## config.mk

```make
export PLATFORM = sky130hd
export DESIGN_NAME = nmea_gga_position_parser
export DESIGN_NICKNAME = d
export VERILOG_FILES = /design/src/design/ngp_pkg.sv /design/src/design/nmea_gga_position_parser.sv /design/src/design/ngp_front.sv /design/src/design/ngp_queue.sv /design/src/design/ngp_back.sv
export SDC_FILE = /design/constraint.sdc
export NUM_CORES = 2
export LEC_CHECK = 0
export ABC_CLOCK_PERIOD_IN_PS = 8900
export BUFFER_PORTS_ARGS = -buffer_cell sky130_fd_sc_hd__buf_2
export CAP_MARGIN = 10
export CORE_UTILIZATION = 55
export CTS_CLUSTER_DIAMETER = 40
export DETAILED_ROUTE_END_ITERATION = 8
export GPL_TIMING_DRIVEN = 1
export PLACE_DENSITY = 0.74
export SLEW_MARGIN = 20
export SYNTH_ARGS = -nofsm -noshare
export SYNTH_HDL_FRONTEND = slang
export SYNTH_SLANG_ARGS = --single-unit
```

## constraint.sdc

```tcl
create_clock -name aclk -period 8.9 [get_ports aclk]
set_clock_uncertainty 0.2 [all_clocks]
set_input_delay 0.89 -clock aclk [delete_from_list [all_inputs] [get_ports aclk]]
set_output_delay 0.89 -clock aclk [all_outputs]
set_load 0.03 [all_outputs]
```

## src/design/ngp_pkg.sv

```systemverilog
// Shared types, constants and helper functions of the GGA sentence parser.
package ngp_pkg;

    localparam int MAX_SENTENCE_DEF = 128;
    localparam int FIELD_CHARS_DEF  = 10;
    localparam int QUEUE_DEPTH      = 2;

    localparam int CFG_IDX_W  = 1;
    localparam int CFG_DATA_W = 7;

    typedef enum logic [CFG_IDX_W-1:0] {
        CFG_MIN_LEN = 1'b0,
        CFG_TZ      = 1'b1
    } cfg_idx_t;

    localparam logic [6:0] MIN_LEN_RESET = 7'd30;
    localparam logic [4:0] TZ_RESET      = 5'd8;

    localparam logic [7:0] CH_DOLLAR = 8'h24;
    localparam logic [7:0] CH_LF     = 8'h0A;
    localparam logic [7:0] CH_COMMA  = 8'h2C;
    localparam logic [7:0] CH_DOT    = 8'h2E;
    localparam logic [7:0] CH_ZERO   = 8'h30;
    localparam logic [7:0] CH_NINE   = 8'h39;
    localparam logic [7:0] CH_ONE    = 8'h31;
    localparam logic [7:0] CH_S      = 8'h53;
    localparam logic [7:0] CH_W      = 8'h57;
    localparam logic [7:0] CH_G      = 8'h47;
    localparam logic [7:0] CH_P      = 8'h50;
    localparam logic [7:0] CH_A      = 8'h41;

    localparam logic [2:0] FLD_TIME = 3'd1;
    localparam logic [2:0] FLD_LAT  = 3'd2;
    localparam logic [2:0] FLD_NS   = 3'd3;
    localparam logic [2:0] FLD_LON  = 3'd4;
    localparam logic [2:0] FLD_EW   = 3'd5;
    localparam logic [2:0] FLD_FIX  = 3'd6;
    localparam logic [2:0] FLD_LAST = 3'd7;

    localparam logic [2:0] HDR_DONE = 3'd6;

    // floor(5x/3) == (x * RECIP3_X5) >> RECIP_SHIFT for x below 2^22
    localparam logic [25:0] RECIP3_X5   = 26'd55924055;
    localparam int          RECIP_SHIFT = 25;
    localparam logic [19:0] MICRO       = 20'd1000000;
    localparam logic [29:0] LAT_MAX     = 30'd90000000;
    localparam logic [29:0] LON_MAX     = 30'd180000000;

    typedef enum logic [2:0] {
        ST_OK            = 3'd0,
        ST_NO_FIX        = 3'd1,
        ST_TOO_SHORT     = 3'd2,
        ST_NOT_GGA       = 3'd3,
        ST_FIELD_MISSING = 3'd4,
        ST_COORD_FORMAT  = 3'd5,
        ST_OUT_OF_RANGE  = 3'd6
    } status_t;

    typedef struct packed {
        logic stop;
        logic late;
        logic dot;
        logic bad;
    } cflags_t;

    typedef struct packed {
        cflags_t     f;
        logic [9:0]  deg;
        logic [19:0] mins;
    } coord_t;

    // Sentence summary handed from parser to finisher at line feed.
    typedef struct packed {
        logic            too_short;
        logic            hdr_ok;
        logic            fields_ok;
        logic            time6;
        logic [5:0][3:0] tdig;
        logic            fix;
        logic            lat_ok;
        logic            lon_ok;
        logic            south;
        logic            west;
        logic [6:0]      lat_deg;
        logic [19:0]     lat_min;
        logic [9:0]      lon_deg;
        logic [19:0]     lon_min;
    } rec_t;

    function automatic logic [7:0] hdr_char(input logic [2:0] i);
        logic [7:0] r;
        unique case (i)
            3'd1:    r = CH_G;
            3'd2:    r = CH_P;
            3'd3:    r = CH_G;
            3'd4:    r = CH_G;
            3'd5:    r = CH_A;
            default: r = 8'h00;
        endcase
        return r;
    endfunction

    function automatic logic [9:0] frac_scale(input logic [1:0] k);
        logic [9:0] r;
        unique case (k)
            2'd0:    r = 10'd1000;
            2'd1:    r = 10'd100;
            2'd2:    r = 10'd10;
            default: r = 10'd1;
        endcase
        return r;
    endfunction

    // One character of a ddmm.mmmm / dddmm.mmmm field; nd is the degree digit count.
    function automatic coord_t coord_step(input logic [3:0] p, input logic [1:0] nd,
                                          input logic [7:0] c, input coord_t cur);
        coord_t     r;
        logic       dig;
        logic [3:0] d;
        logic [4:0] pe;
        logic [4:0] nde;
        logic [4:0] off;
        logic [4:0] k;
        r   = cur;
        dig = (c >= CH_ZERO) && (c <= CH_NINE);
        d   = dig ? c[3:0] : 4'd0;
        pe  = {1'b0, p};
        nde = {3'b000, nd};
        off = cur.f.late ? 5'(nde + 5'd3) : 5'(nde + 5'd2);
        k   = 5'(pe - off);
        if (pe < nde) begin
            if (dig) r.deg = 10'(cur.deg * 10'd10 + 10'(d));
            else     r.f.bad = 1'b1;
        end else if (!cur.f.dot) begin
            if (c == CH_DOT) begin
                r.f.dot = 1'b1;
                if (pe == nde || pe > 5'(nde + 5'd2)) r.f.bad = 1'b1;
                if (pe == 5'(nde + 5'd2)) r.f.late = 1'b1;
                r.mins = 20'(cur.mins * 20'd10000);
            end else if (pe >= 5'(nde + 5'd2)) begin
                r.f.bad = 1'b1;
            end else if (dig && !cur.f.stop) begin
                r.mins = 20'(cur.mins * 20'd10 + 20'(d));
            end else begin
                r.f.stop = 1'b1;
            end
        end else if (pe >= off && k < 5'd4) begin
            if (dig && !cur.f.stop) r.mins = 20'(cur.mins + 20'(d) * 20'(frac_scale(k[1:0])));
            else                    r.f.stop = 1'b1;
        end
        return r;
    endfunction

endpackage

```

## src/design/nmea_gga_position_parser.sv

```systemverilog
// A line feed beat is registered in the queue, the products and the result before it leaves.
// Intake: one byte beat per cycle unless the queue is full; each result needs '$' and line feed.
// The front end stalls only when the two-entry record queue is full.
// Reset (aresetn, synchronous, active low) clears framing, queue and valid flags and
// restores the registers to minimum length 30 and offset 8 hours.
module nmea_gga_position_parser #(
    parameter int MAX_SENTENCE = ngp_pkg::MAX_SENTENCE_DEF,
    parameter int FIELD_CHARS  = ngp_pkg::FIELD_CHARS_DEF
) (
    input  logic                           aclk,
    input  logic                           aresetn,
    input  logic                           s_valid,
    output logic                           s_ready,
    input  logic [7:0]                     s_rx_byte,
    output logic                           m_valid,
    input  logic                           m_ready,
    output logic [2:0]                     m_status,
    output logic                           m_time_valid,
    output logic [6:0]                     m_utc_hour,
    output logic [6:0]                     m_utc_minute,
    output logic [6:0]                     m_utc_second,
    output logic [4:0]                     m_local_hour,
    output logic [26:0]                    m_lat_micro_deg,
    output logic                           m_lat_south,
    output logic [27:0]                    m_lon_micro_deg,
    output logic                           m_lon_west,
    input  logic                           cfg_valid,
    output logic                           cfg_ready,
    input  logic [ngp_pkg::CFG_IDX_W-1:0]  cfg_index,
    input  logic [ngp_pkg::CFG_DATA_W-1:0] cfg_data
);
    import ngp_pkg::*;

    logic [6:0] min_len_reg;
    logic [4:0] tz_reg;
    logic       q_push, q_full, q_nempty, q_pop;
    rec_t       q_wrec, q_rrec;

    // Configuration beats are always taken; each write is registered and takes effect in the cycle after.
    assign cfg_ready = 1'b1;

    always_ff @(posedge aclk) begin
        if (!aresetn) begin
            min_len_reg <= MIN_LEN_RESET;
            tz_reg      <= TZ_RESET;
        end else if (cfg_valid) begin
            unique case (cfg_idx_t'(cfg_index))
                CFG_MIN_LEN: min_len_reg <= cfg_data;
                CFG_TZ:      tz_reg      <= cfg_data[4:0];
                default:     ;
            endcase
        end
    end

    // Front: frame bytes, accumulate fields, push one record per line feed that ends a sentence.
    ngp_front #(
        .MAX_SENTENCE(MAX_SENTENCE),
        .FIELD_CHARS (FIELD_CHARS)
    ) u_front (
        .aclk     (aclk),
        .aresetn  (aresetn),
        .s_valid  (s_valid),
        .s_ready  (s_ready),
        .s_rx_byte(s_rx_byte),
        .min_len  (min_len_reg),
        .q_full   (q_full),
        .q_push   (q_push),
        .q_rec    (q_wrec)
    );

    // Queue: decouple byte intake from result stalls.
    ngp_queue u_queue (
        .aclk   (aclk),
        .aresetn(aresetn),
        .push   (q_push),
        .wdata  (q_wrec),
        .full   (q_full),
        .nempty (q_nempty),
        .pop    (q_pop),
        .rdata  (q_rrec)
    );

    // Back: status, time, scaled coordinates; hold the result until taken.
    ngp_back u_back (
        .aclk           (aclk),
        .aresetn        (aresetn),
        .tz_offset      (tz_reg),
        .q_nempty       (q_nempty),
        .q_rec          (q_rrec),
        .q_pop          (q_pop),
        .m_valid        (m_valid),
        .m_ready        (m_ready),
        .m_status       (m_status),
        .m_time_valid   (m_time_valid),
        .m_utc_hour     (m_utc_hour),
        .m_utc_minute   (m_utc_minute),
        .m_utc_second   (m_utc_second),
        .m_local_hour   (m_local_hour),
        .m_lat_micro_deg(m_lat_micro_deg),
        .m_lat_south    (m_lat_south),
        .m_lon_micro_deg(m_lon_micro_deg),
        .m_lon_west     (m_lon_west)
    );

    a_no_overflow: assert property (@(posedge aclk) disable iff (!aresetn)
        q_push |-> !q_full) else $error("record pushed into full queue");

    a_range_ok: assert property (@(posedge aclk) disable iff (!aresetn)
        (m_valid && m_status == ST_OK) |->
            (30'(m_lat_micro_deg) <= LAT_MAX && 30'(m_lon_micro_deg) <= LON_MAX))
        else $error("coordinate beyond range with ok status");

    a_early_fail_zero: assert property (@(posedge aclk) disable iff (!aresetn)
        (m_valid && (m_status == ST_TOO_SHORT || m_status == ST_NOT_GGA
                     || m_status == ST_FIELD_MISSING)) |->
            (!m_time_valid && m_utc_hour == 7'd0 && m_lat_micro_deg == 27'd0))
        else $error("fields not cleared on framing failure");

    a_local_hour: assert property (@(posedge aclk) disable iff (!aresetn)
        m_valid |-> (m_local_hour < 5'd24)) else $error("local hour not reduced");

endmodule

```

## src/design/ngp_front.sv

```systemverilog
// Byte front end: frames sentences and accumulates the GGA fields.
module ngp_front #(
    parameter int MAX_SENTENCE = 128,
    parameter int FIELD_CHARS  = 10
) (
    input  logic          aclk,
    input  logic          aresetn,
    input  logic          s_valid,
    output logic          s_ready,
    input  logic [7:0]    s_rx_byte,
    input  logic [6:0]    min_len,
    input  logic          q_full,
    output logic          q_push,
    output ngp_pkg::rec_t q_rec
);
    import ngp_pkg::*;

    localparam int BC_W = $clog2(MAX_SENTENCE);

    logic            in_reg, in_next;
    logic [BC_W-1:0] bc_reg, bc_next;
    logic [2:0]      hm_reg, hm_next;
    logic [2:0]      fn_reg, fn_next;
    logic [3:0]      cif_reg, cif_next;
    logic [5:0][3:0] td_reg, td_next;
    coord_t          lat_reg, lat_next, lon_reg, lon_next;
    logic            t6_reg, t6_next, latlen_reg, latlen_next, lonlen_reg, lonlen_next;
    logic            south_reg, south_next, west_reg, west_next, fix_reg, fix_next;
    logic            acc;
    logic            dig;

    assign s_ready = !q_full;
    assign acc     = s_valid && s_ready;
    assign dig     = (s_rx_byte >= CH_ZERO) && (s_rx_byte <= CH_NINE);

    always_comb begin
        in_next = in_reg; bc_next = bc_reg; hm_next = hm_reg; fn_next = fn_reg;
        cif_next = cif_reg; td_next = td_reg; lat_next = lat_reg; lon_next = lon_reg;
        t6_next = t6_reg; latlen_next = latlen_reg; lonlen_next = lonlen_reg;
        south_next = south_reg; west_next = west_reg; fix_next = fix_reg;
        q_push = 1'b0;
        if (acc) begin
            if (s_rx_byte == CH_DOLLAR) begin
                in_next = 1'b1; bc_next = BC_W'(1); hm_next = 3'd1; fn_next = '0;
                cif_next = '0; td_next = '0; lat_next = '0; lon_next = '0;
                t6_next = 1'b0; latlen_next = 1'b0; lonlen_next = 1'b0;
                south_next = 1'b0; west_next = 1'b0; fix_next = 1'b0;
            end else if (in_reg) begin
                if (s_rx_byte == CH_LF) begin
                    q_push  = 1'b1;
                    in_next = 1'b0;
                end else if (bc_reg < BC_W'(MAX_SENTENCE - 1)) begin
                    bc_next = bc_reg + BC_W'(1);
                    if (bc_reg >= BC_W'(1) && bc_reg <= BC_W'(5) && hm_reg == 3'(bc_reg)
                        && s_rx_byte == hdr_char(3'(bc_reg)))
                        hm_next = hm_reg + 3'd1;
                    if (s_rx_byte == CH_COMMA) begin
                        if (fn_reg < FLD_LAST) fn_next = fn_reg + 3'd1;
                        cif_next = '0;
                    end else begin
                        if (cif_reg != 4'hF) cif_next = cif_reg + 4'd1;
                        if (32'(cif_reg) < FIELD_CHARS) begin
                            unique case (fn_reg)
                                FLD_TIME: begin
                                    if (cif_reg < 4'd6)
                                        td_next[3'(4'd5 - cif_reg)] = dig ? s_rx_byte[3:0] : 4'd0;
                                    if (cif_reg == 4'd5) t6_next = 1'b1;
                                end
                                FLD_LAT: begin
                                    lat_next = coord_step(cif_reg, 2'd2, s_rx_byte, lat_reg);
                                    if (cif_reg == 4'd4) latlen_next = 1'b1;
                                end
                                FLD_NS: if (cif_reg == 4'd0 && s_rx_byte == CH_S) south_next = 1'b1;
                                FLD_LON: begin
                                    lon_next = coord_step(cif_reg, 2'd3, s_rx_byte, lon_reg);
                                    if (cif_reg == 4'd4) lonlen_next = 1'b1;
                                end
                                FLD_EW: if (cif_reg == 4'd0 && s_rx_byte == CH_W) west_next = 1'b1;
                                FLD_FIX: if (cif_reg == 4'd0) fix_next = (s_rx_byte == CH_ONE);
                                default: ;
                            endcase
                        end
                    end
                end
            end
        end
    end

    always_comb begin
        q_rec.too_short = (9'(bc_reg) < 9'(min_len));
        q_rec.hdr_ok    = (hm_reg == HDR_DONE);
        q_rec.fields_ok = (fn_reg == FLD_LAST);
        q_rec.time6     = t6_reg;
        q_rec.tdig      = td_reg;
        q_rec.fix       = fix_reg;
        q_rec.lat_ok    = latlen_reg && lat_reg.f.dot && !lat_reg.f.bad;
        q_rec.lon_ok    = lonlen_reg && lon_reg.f.dot && !lon_reg.f.bad;
        q_rec.south     = south_reg;
        q_rec.west      = west_reg;
        q_rec.lat_deg   = lat_reg.deg[6:0];
        q_rec.lat_min   = lat_reg.mins;
        q_rec.lon_deg   = lon_reg.deg;
        q_rec.lon_min   = lon_reg.mins;
    end

    always_ff @(posedge aclk) begin
        if (!aresetn) begin
            in_reg <= 1'b0; bc_reg <= '0; hm_reg <= '0; fn_reg <= '0; cif_reg <= '0;
            td_reg <= '0; lat_reg <= '0; lon_reg <= '0; t6_reg <= 1'b0;
            latlen_reg <= 1'b0; lonlen_reg <= 1'b0; south_reg <= 1'b0;
            west_reg <= 1'b0; fix_reg <= 1'b0;
        end else begin
            in_reg <= in_next; bc_reg <= bc_next; hm_reg <= hm_next; fn_reg <= fn_next;
            cif_reg <= cif_next; td_reg <= td_next; lat_reg <= lat_next; lon_reg <= lon_next;
            t6_reg <= t6_next; latlen_reg <= latlen_next; lonlen_reg <= lonlen_next;
            south_reg <= south_next; west_reg <= west_next; fix_reg <= fix_next;
        end
    end

endmodule

```

## src/design/ngp_queue.sv

```systemverilog
// Short record queue between the parser and the finisher.
module ngp_queue (
    input  logic          aclk,
    input  logic          aresetn,
    input  logic          push,
    input  ngp_pkg::rec_t wdata,
    output logic          full,
    output logic          nempty,
    input  logic          pop,
    output ngp_pkg::rec_t rdata
);
    import ngp_pkg::*;

    localparam int PW = $clog2(QUEUE_DEPTH);

    rec_t          mem_reg [QUEUE_DEPTH];
    logic [PW-1:0] wp_reg, wp_next, rp_reg, rp_next;
    logic [PW:0]   cnt_reg, cnt_next;

    assign full   = (cnt_reg == (PW+1)'(QUEUE_DEPTH));
    assign nempty = (cnt_reg != '0);
    assign rdata  = mem_reg[rp_reg];

    always_comb begin
        wp_next  = wp_reg;
        rp_next  = rp_reg;
        cnt_next = cnt_reg;
        if (push) wp_next = (32'(wp_reg) == QUEUE_DEPTH - 1) ? '0 : wp_reg + PW'(1);
        if (pop)  rp_next = (32'(rp_reg) == QUEUE_DEPTH - 1) ? '0 : rp_reg + PW'(1);
        if (push && !pop)      cnt_next = cnt_reg + (PW+1)'(1);
        else if (!push && pop) cnt_next = cnt_reg - (PW+1)'(1);
    end

    always_ff @(posedge aclk) begin
        if (push) mem_reg[wp_reg] <= wdata;
    end

    always_ff @(posedge aclk) begin
        if (!aresetn) begin
            wp_reg  <= '0;
            rp_reg  <= '0;
            cnt_reg <= '0;
        end else begin
            wp_reg  <= wp_next;
            rp_reg  <= rp_next;
            cnt_reg <= cnt_next;
        end
    end

endmodule

```

## src/design/ngp_back.sv

```systemverilog
// Back end: status priority, time fields, coordinate scaling and range check.
module ngp_back (
    input  logic          aclk,
    input  logic          aresetn,
    input  logic [4:0]    tz_offset,
    input  logic          q_nempty,
    input  ngp_pkg::rec_t q_rec,
    output logic          q_pop,
    output logic          m_valid,
    input  logic          m_ready,
    output logic [2:0]    m_status,
    output logic          m_time_valid,
    output logic [6:0]    m_utc_hour,
    output logic [6:0]    m_utc_minute,
    output logic [6:0]    m_utc_second,
    output logic [4:0]    m_local_hour,
    output logic [26:0]   m_lat_micro_deg,
    output logic          m_lat_south,
    output logic [27:0]   m_lon_micro_deg,
    output logic          m_lon_west
);
    import ngp_pkg::*;

    // stage 1: products
    logic        s1_valid_reg;
    status_t     s1_st_reg, s1_st_next;
    logic        s1_tv_reg, s1_tv_next;
    logic [6:0]  s1_h_reg, s1_h_next, s1_m_reg, s1_m_next, s1_s_reg, s1_s_next;
    logic [26:0] s1_latd_reg, s1_latd_next;
    logic [29:0] s1_lond_reg, s1_lond_next;
    logic [20:0] s1_latq_reg, s1_latq_next, s1_lonq_reg, s1_lonq_next;
    logic        s1_south_reg, s1_west_reg;
    logic [45:0] lat_prod, lon_prod;

    // stage 2: result register
    logic        out_valid_reg;
    logic [29:0] lat_sum, lon_sum;
    logic [7:0]  hsum, hr1, hr2, hr3;
    status_t     st_fin;

    logic out_free, s1_adv, s1_load;

    assign out_free = !out_valid_reg || m_ready;
    assign s1_adv   = s1_valid_reg && out_free;
    assign s1_load  = q_nempty && (!s1_valid_reg || s1_adv);
    assign q_pop    = s1_load;
    assign m_valid  = out_valid_reg;

    always_comb begin
        priority if (q_rec.too_short)            s1_st_next = ST_TOO_SHORT;
        else if (!q_rec.hdr_ok)                  s1_st_next = ST_NOT_GGA;
        else if (!q_rec.fields_ok)               s1_st_next = ST_FIELD_MISSING;
        else if (!q_rec.fix)                     s1_st_next = ST_NO_FIX;
        else if (!(q_rec.lat_ok && q_rec.lon_ok)) s1_st_next = ST_COORD_FORMAT;
        else                                     s1_st_next = ST_OK;
        s1_tv_next = q_rec.time6 && !q_rec.too_short && q_rec.hdr_ok && q_rec.fields_ok;
        s1_h_next  = 7'(q_rec.tdig[5] * 7'd10 + 7'(q_rec.tdig[4]));
        s1_m_next  = 7'(q_rec.tdig[3] * 7'd10 + 7'(q_rec.tdig[2]));
        s1_s_next  = 7'(q_rec.tdig[1] * 7'd10 + 7'(q_rec.tdig[0]));
        s1_latd_next = 27'(27'(q_rec.lat_deg) * 27'(MICRO));
        s1_lond_next = 30'(q_rec.lon_deg) * 30'(MICRO);
        // (minutes * 5) / 3 via reciprocal multiply
        lat_prod     = 46'(q_rec.lat_min) * 46'(RECIP3_X5);
        lon_prod     = 46'(q_rec.lon_min) * 46'(RECIP3_X5);
        s1_latq_next = lat_prod[RECIP_SHIFT +: 21];
        s1_lonq_next = lon_prod[RECIP_SHIFT +: 21];
    end

    always_comb begin
        lat_sum = 30'(s1_latd_reg) + 30'(s1_latq_reg);
        lon_sum = s1_lond_reg + 30'(s1_lonq_reg);
        st_fin  = s1_st_reg;
        if (s1_st_reg == ST_OK && (lat_sum > LAT_MAX || lon_sum > LON_MAX))
            st_fin = ST_OUT_OF_RANGE;
        // hour sum is below 192: reduce modulo 24 in three steps
        hsum = 8'(s1_h_reg) + 8'(tz_offset);
        hr1  = (hsum >= 8'd96) ? hsum - 8'd96 : hsum;
        hr2  = (hr1 >= 8'd48) ? hr1 - 8'd48 : hr1;
        hr3  = (hr2 >= 8'd24) ? hr2 - 8'd24 : hr2;
    end

    always_ff @(posedge aclk) begin
        if (s1_load) begin
            s1_st_reg <= s1_st_next; s1_tv_reg <= s1_tv_next;
            s1_h_reg <= s1_h_next; s1_m_reg <= s1_m_next; s1_s_reg <= s1_s_next;
            s1_latd_reg <= s1_latd_next; s1_lond_reg <= s1_lond_next;
            s1_latq_reg <= s1_latq_next; s1_lonq_reg <= s1_lonq_next;
            s1_south_reg <= q_rec.south; s1_west_reg <= q_rec.west;
        end
        if (s1_adv) begin
            m_status        <= st_fin;
            m_time_valid    <= s1_tv_reg;
            m_utc_hour      <= s1_tv_reg ? s1_h_reg : 7'd0;
            m_utc_minute    <= s1_tv_reg ? s1_m_reg : 7'd0;
            m_utc_second    <= s1_tv_reg ? s1_s_reg : 7'd0;
            m_local_hour    <= s1_tv_reg ? hr3[4:0] : 5'd0;
            m_lat_micro_deg <= (st_fin == ST_OK) ? lat_sum[26:0] : 27'd0;
            m_lon_micro_deg <= (st_fin == ST_OK) ? lon_sum[27:0] : 28'd0;
            m_lat_south     <= (st_fin == ST_OK) && s1_south_reg;
            m_lon_west      <= (st_fin == ST_OK) && s1_west_reg;
        end
    end

    always_ff @(posedge aclk) begin
        if (!aresetn) begin
            s1_valid_reg  <= 1'b0;
            out_valid_reg <= 1'b0;
        end else begin
            if (s1_load)     s1_valid_reg <= 1'b1;
            else if (s1_adv) s1_valid_reg <= 1'b0;
            if (s1_adv)       out_valid_reg <= 1'b1;
            else if (m_ready) out_valid_reg <= 1'b0;
        end
    end

endmodule
```

=== Word-level counts from Yosys, hierarchy flattened ===
Memories as Yosys holds them, arrays and structs flattened. A register that Yosys moved wholly into a read port is not among the register bits.
Index checks and enable logic that the tools add are counted.

* Bitwise operators: 2
* Mux-type cells: 198
* Reductions and logical operators: 105
* $lt $le $gt $ge: 26
* $mul: 15
* Equality and inequality tests: 54
* Add/subtract/negate cells: 26

{| class="wikitable"
|+ Operators by type and width
! cell !! count
|-
| $mux 34 || 14
|-
| $mux 10 || 28
|-
| $mux 20 || 14
|-
| $mux 24 || 8
|-
| $mul 20x26->46 const B || 2
|-
| $mux 1 || 85
|-
| $reduce_and 8->1 || 9
|-
| $reduce_and 11->1 || 6
|-
| $pmux 10 s3 || 2
|-
| $mux 3 || 19
|-
| $mux 8 || 7
|-
| $reduce_bool 2->1 || 26
|-
| $add 20x14->20 || 2
|-
| $add 20x4->20 || 2
|-
| $mul 20x10->16 const B || 2
|-
| $mul 20x3->19 const B || 2
|-
| $eq 8x6->1 const B || 4
|-
| $mux 4 || 8
|-
| $add 30x21->30 || 1
|-
| $gt 30x27->1 const B || 1
|-
| $gt 30x28->1 const B || 1
|-
| $add 27x21->28 || 1
|-
| $mul 4x10->14 || 2
|-
| $mux 7 || 4
|-
| other kinds (76) || 176
|}

* Memories: 1
* Bits in registers: 335
* Memory bits (writable): 180
* Word-level logic and storage cells: 485
* Input port bits: 21
* Output and inout bits: 90

{| class="wikitable"
|+ Memory list
! name !! depth !! bits a word !! read ports !! clocked after memory_dff !! wr ports !! RTL line !! source
|-
| u_queue.mem_reg || 2 || 90 || 1 || 1 || 1 || ngp_queue.sv:16 || <nowiki>rec_t mem_reg [QUEUE_DEPTH];</nowiki>
|}

=== Logic depth before layout (Yosys ltp) ===
* Word-level depth: 29
* Mapped depth: 29
* Gate-level depth less buffers: 26

=== Hierarchy ===
A second synthesis with hierarchy kept.

* Cell total of the unflattened synthesis: 4979
* Area, all modules: 51459.4 um^2

{| class="wikitable"
|+ Modules (own cells, without submodules)
! module !! area an instance (um^2) !! instances !! sequential area each (um^2) !! cells an instance
|-
| ngp_back || 28213.3 || 1 || 6075.8 || 2620
|-
| ngp_front || 15981.6 || 1 || 2262.2 || 2002
|-
| ngp_queue || 6749.0 || 1 || 5505.3 || 302
|-
| nmea_gga_position_parser || 515.5 || 1 || 240.2 || 55
|}

=== Least setup slack after synthesis ===
Ideal clock, no wire load.

* Path type: in2reg
* From: input port s_rx_byte[4]
* To: memory u_queue.mem_reg[0][0] (netlist bit), enable pin
* Required time: 8.051 ns
* Cell stages on the path: 4
* Path buffers: 0
* Setup slack: 0.349 ns
* Arrival time: 7.703 ns
* Setup time: 0.649 ns
* Cells stage by stage: nor4bb_1 -> and3_1 -> nand3_1 -> nor3_1

* Cells in the longest elaborated chain, start to end: 7
* Elaborated cells on any way between the ends: 8
* Classes of those cells: eq/ne: 2; mux: 6

{| class="wikitable"
|+ Ends and longest elaborated chain
! element !! RTL line !! source
|-
| start: declaration || nmea_gga_position_parser.sv:14 || <nowiki>input logic [7:0] s_rx_byte,</nowiki>
|-
| $eq 8x4->1 || ngp_front.sv:49 || <nowiki>if (s_rx_byte == CH_LF) begin</nowiki>
|-
| $mux 1 || ngp_front.sv:49 ||
|-
| $mux 1 || ngp_front.sv:48 || <nowiki>end else if (in_reg) begin</nowiki>
|-
| $mux 1 * || ngp_front.sv:43 || <nowiki>if (s_rx_byte == CH_DOLLAR) begin</nowiki>
|-
| $mux 1 * || ngp_front.sv:42 || <nowiki>if (acc) begin</nowiki>
|-
| $mux 1 * || ngp_queue.sv:35 || <nowiki>if (push) mem_reg[wp_reg] <= wdata;</nowiki>
|-
| $mux 1 (implied by the code) * || ngp_queue.sv:35 ||
|-
| end: declaration || ngp_queue.sv:16 ||
|}

Mark *: on every way between the ends. The rest lies on a longest branch, timed or not.

==> reports/qor.txt <==
Starting Density -> 55.9%
Die ar. -> 93200 um^2
Max Fanout on Critical Path -> 38
die height -> 305 um
Required @ worst endpoint -> 9.10 ns
total of max-cap violations -> 0
# rows -> 110
Post-CTS Resized -> 0
Yosys cell types -> 94
outcome -> finished clean
Clock Tree Buf Depth -> 3
Top FF cell, synth -> edfxtp_1
GRT Util Overall -> 23.8%
CTS root buf -> clkbuf_16
CTS tree -> done
Slew Viols, Final -> 0
cell area after layout -> 55400 um^2
setup bufs post-CTS -> 0
Top Ports -> 111
Num CTS Buffers -> 85
Largest register FFs -> 180
Filler cells -> 7269
flop-to-flop setup slack -> 0.68 ns
worst-margin pin slew -> 1.08 ns
share of layout cells above drive strength 1 -> 7.97%
GRT Residual Overflow -> 0
final setup fails -> 0
initial antenna violation count -> 1
top cell type's share of synthesized area -> 22.6%
unrepaired setup endpoints after global routing -> no
Skew-Pair Late Insertion Delay -> 0.66 ns
placed instance area -> 52400 um^2
#FFs+latches synth -> 513
IO buf count -> 109
Synth Warn # -> 0
Net Count, Synth -> 6149
Hold Fails Final Rpt -> 0
Clk pin slew, worst setup/hold paths -> 0.06 ns
DRT iter0 DRCs -> 2216
fin crit share -> 92.4%
H-tree depth -> 3
Post-synth EDFFs -> 381
Hold Crit Class -> reg -> reg
vias -> 34800
vias per cell -> 5.58
Slew headroom -> 28.3%
largest net degree at the start of global routing -> 89
post-synthesis sequential area ratio -> 27.8%
Setup CP Type -> reg -> reg
post-DP HPWL -> 85900 um
f_max -> 122 MHz
hold buffer count at CTS -> 0
Post-Route WL -> 108000 um
# DRC -> 0
core area -> 90600 um^2
Cells after Synth -> 4865
leading area contributor after synthesis -> edfxtp_1
via count of the first global-routing pass -> 35700
GPL Wtd Cong -> 0.962
post-route ant nets -> 0
Avg WL per Cell -> 17.4 um
Critical Path Sink Type -> flip-flop
top post-synthesis cells by area -> edfxtp_1 (23%), ha_1 (20%), fa_1 (19%), inv_1 (6.4%), dfxtp_1 (5.2%)
crit start category -> flip-flop
first-pass GRT wire length -> 181000 um
CTS Sinks -> 513
setup TNS -> 0 ns
DRT Pass-1 Iters -> 6
synthesized area -> 50600 um^2
area grow syn2layout -> 9.50%
ys async rst share -> 0%
Final #Nets -> 6267
post-synthesis average cell area -> 10.4 um^2
Final Critical Period -> 8.22 ns
Die Wd -> 305 um
Commonest cells post-synth -> inv_1 (865), ha_1 (794), fa_1 (469)
Worst Path Arrival -> 8.42 ns
top-count cell post-synth -> inv_1
-- cells in the final DEF, fill, tap and decap left out, types with 131 or more instances in the layout --
| cell | count |
|---|---|
| o21ai_0 | 136 |
| a21oi_1 | 229 |
| xnor2_1 | 193 |
| nand2_1 | 193 |
| fa_1 | 469 |
| inv_1 | 863 |
| nor2_1 | 280 |
| dfxtp_1 | 131 |
| ha_1 | 794 |
| edfxtp_1 | 381 |
-- layout make-up --
class,instances,area (um^2),area share (%)
timing repair buffer,138,763,1.38
antenna,1,2.50,0.00452
clock inverter,59,746,1.35
clock buffer,100,2240,4.05
tap,1176,1470,2.66
multi-input combinational,3379,32800,59.3
inverter,866,3250,5.87
sequential,513,14100,25.4
-- cell families after synthesis --
group / after synthesis / share of synthesized area [%]
xor+xnor: 279 / 4.91
compound gates: 765 / 9.87
other cells: 1 / 0.00741
flops: 513 / 27.8
simple gates: 981 / 9.96
buf+inv: 973 / 7.32
fa+ha+maj: 1263 / 38.2
mux: 90 / 1.90
-- critical path, cell delays in order, from the launching register on --
cell,delay (ns)
dfxtp_4,0.70
buf_4,0.26
mux2_2,0.40
ha_1,0.27
inv_1,0.10
fa_1,0.53
fa_1,0.67
inv_1,0.08
fa_1,0.52
fa_1,0.53
fa_1,0.54
inv_1,0.05
fa_1,0.53
inv_1,0.04
ha_1,0.35
and3_1,0.24
nand4_1,0.11
a211oi_1,0.21
o31ai_1,0.16
a211o_1,0.36
and3_1,0.23
o311ai_0,0.54
a21oi_1,0.18
xnor2_1,0.16
-- metrics by stage --
| stage | hold slack (ns) | util (%) | cells | worst slack [ns] |
|---|---|---|---|---|
| 6_report | 0.249 | 61.2 | 6232 | 0.677 |
| 5_1_grt | 0.259 | 61.2 | 6232 | 0.170 |
| 4_1_cts | 0.251 | 61.2 | 6231 | 0.627 |
| 3_5_place_dp | 0.241 | 57.9 | 6072 | 0.598 |
| 3_3_place_gp | 0.230 | 57.9 | 6072 | 0.787 |
| 2_1_floorplan | 0.225 | - | 4865 | 0.349 |
-- layer usage --
metal | part of all wire, % | GRT usage (%) | vias up | routed length (um)
li1 | - | - | 16900 | -
met1 | 46 | 32.6 | 16900 | 49600
met2 | 47 | 39.5 | 818 | 50900
met3 | 4.6 | 2.89 | 182 | 5030
met4 | 2.6 | 6.99 | 0 | 2860
met5 | 0 | 0 | - | 0
-- path summary, 6_finish.rpt --
path	from	cells past startpoint	to
hold reg to reg	u_front.q_rec[84]$_SDFFE_PN0P_	0	u_queue.mem_reg[0][84]$_DFFE_PP_
setup / recovery	flip-flop	23	u_back.s1_lonq_reg[18]$_DFFE_PP_
setup reg to reg	flip-flop	23	u_back.s1_lonq_reg[18]$_DFFE_PP_
hold / removal	u_front.q_rec[84]$_SDFFE_PN0P_	0	u_queue.mem_reg[0][84]$_DFFE_PP_
Power is not shown: default switching activity piles up to over one toggle a cycle in this logic, so the estimate is an artifact.
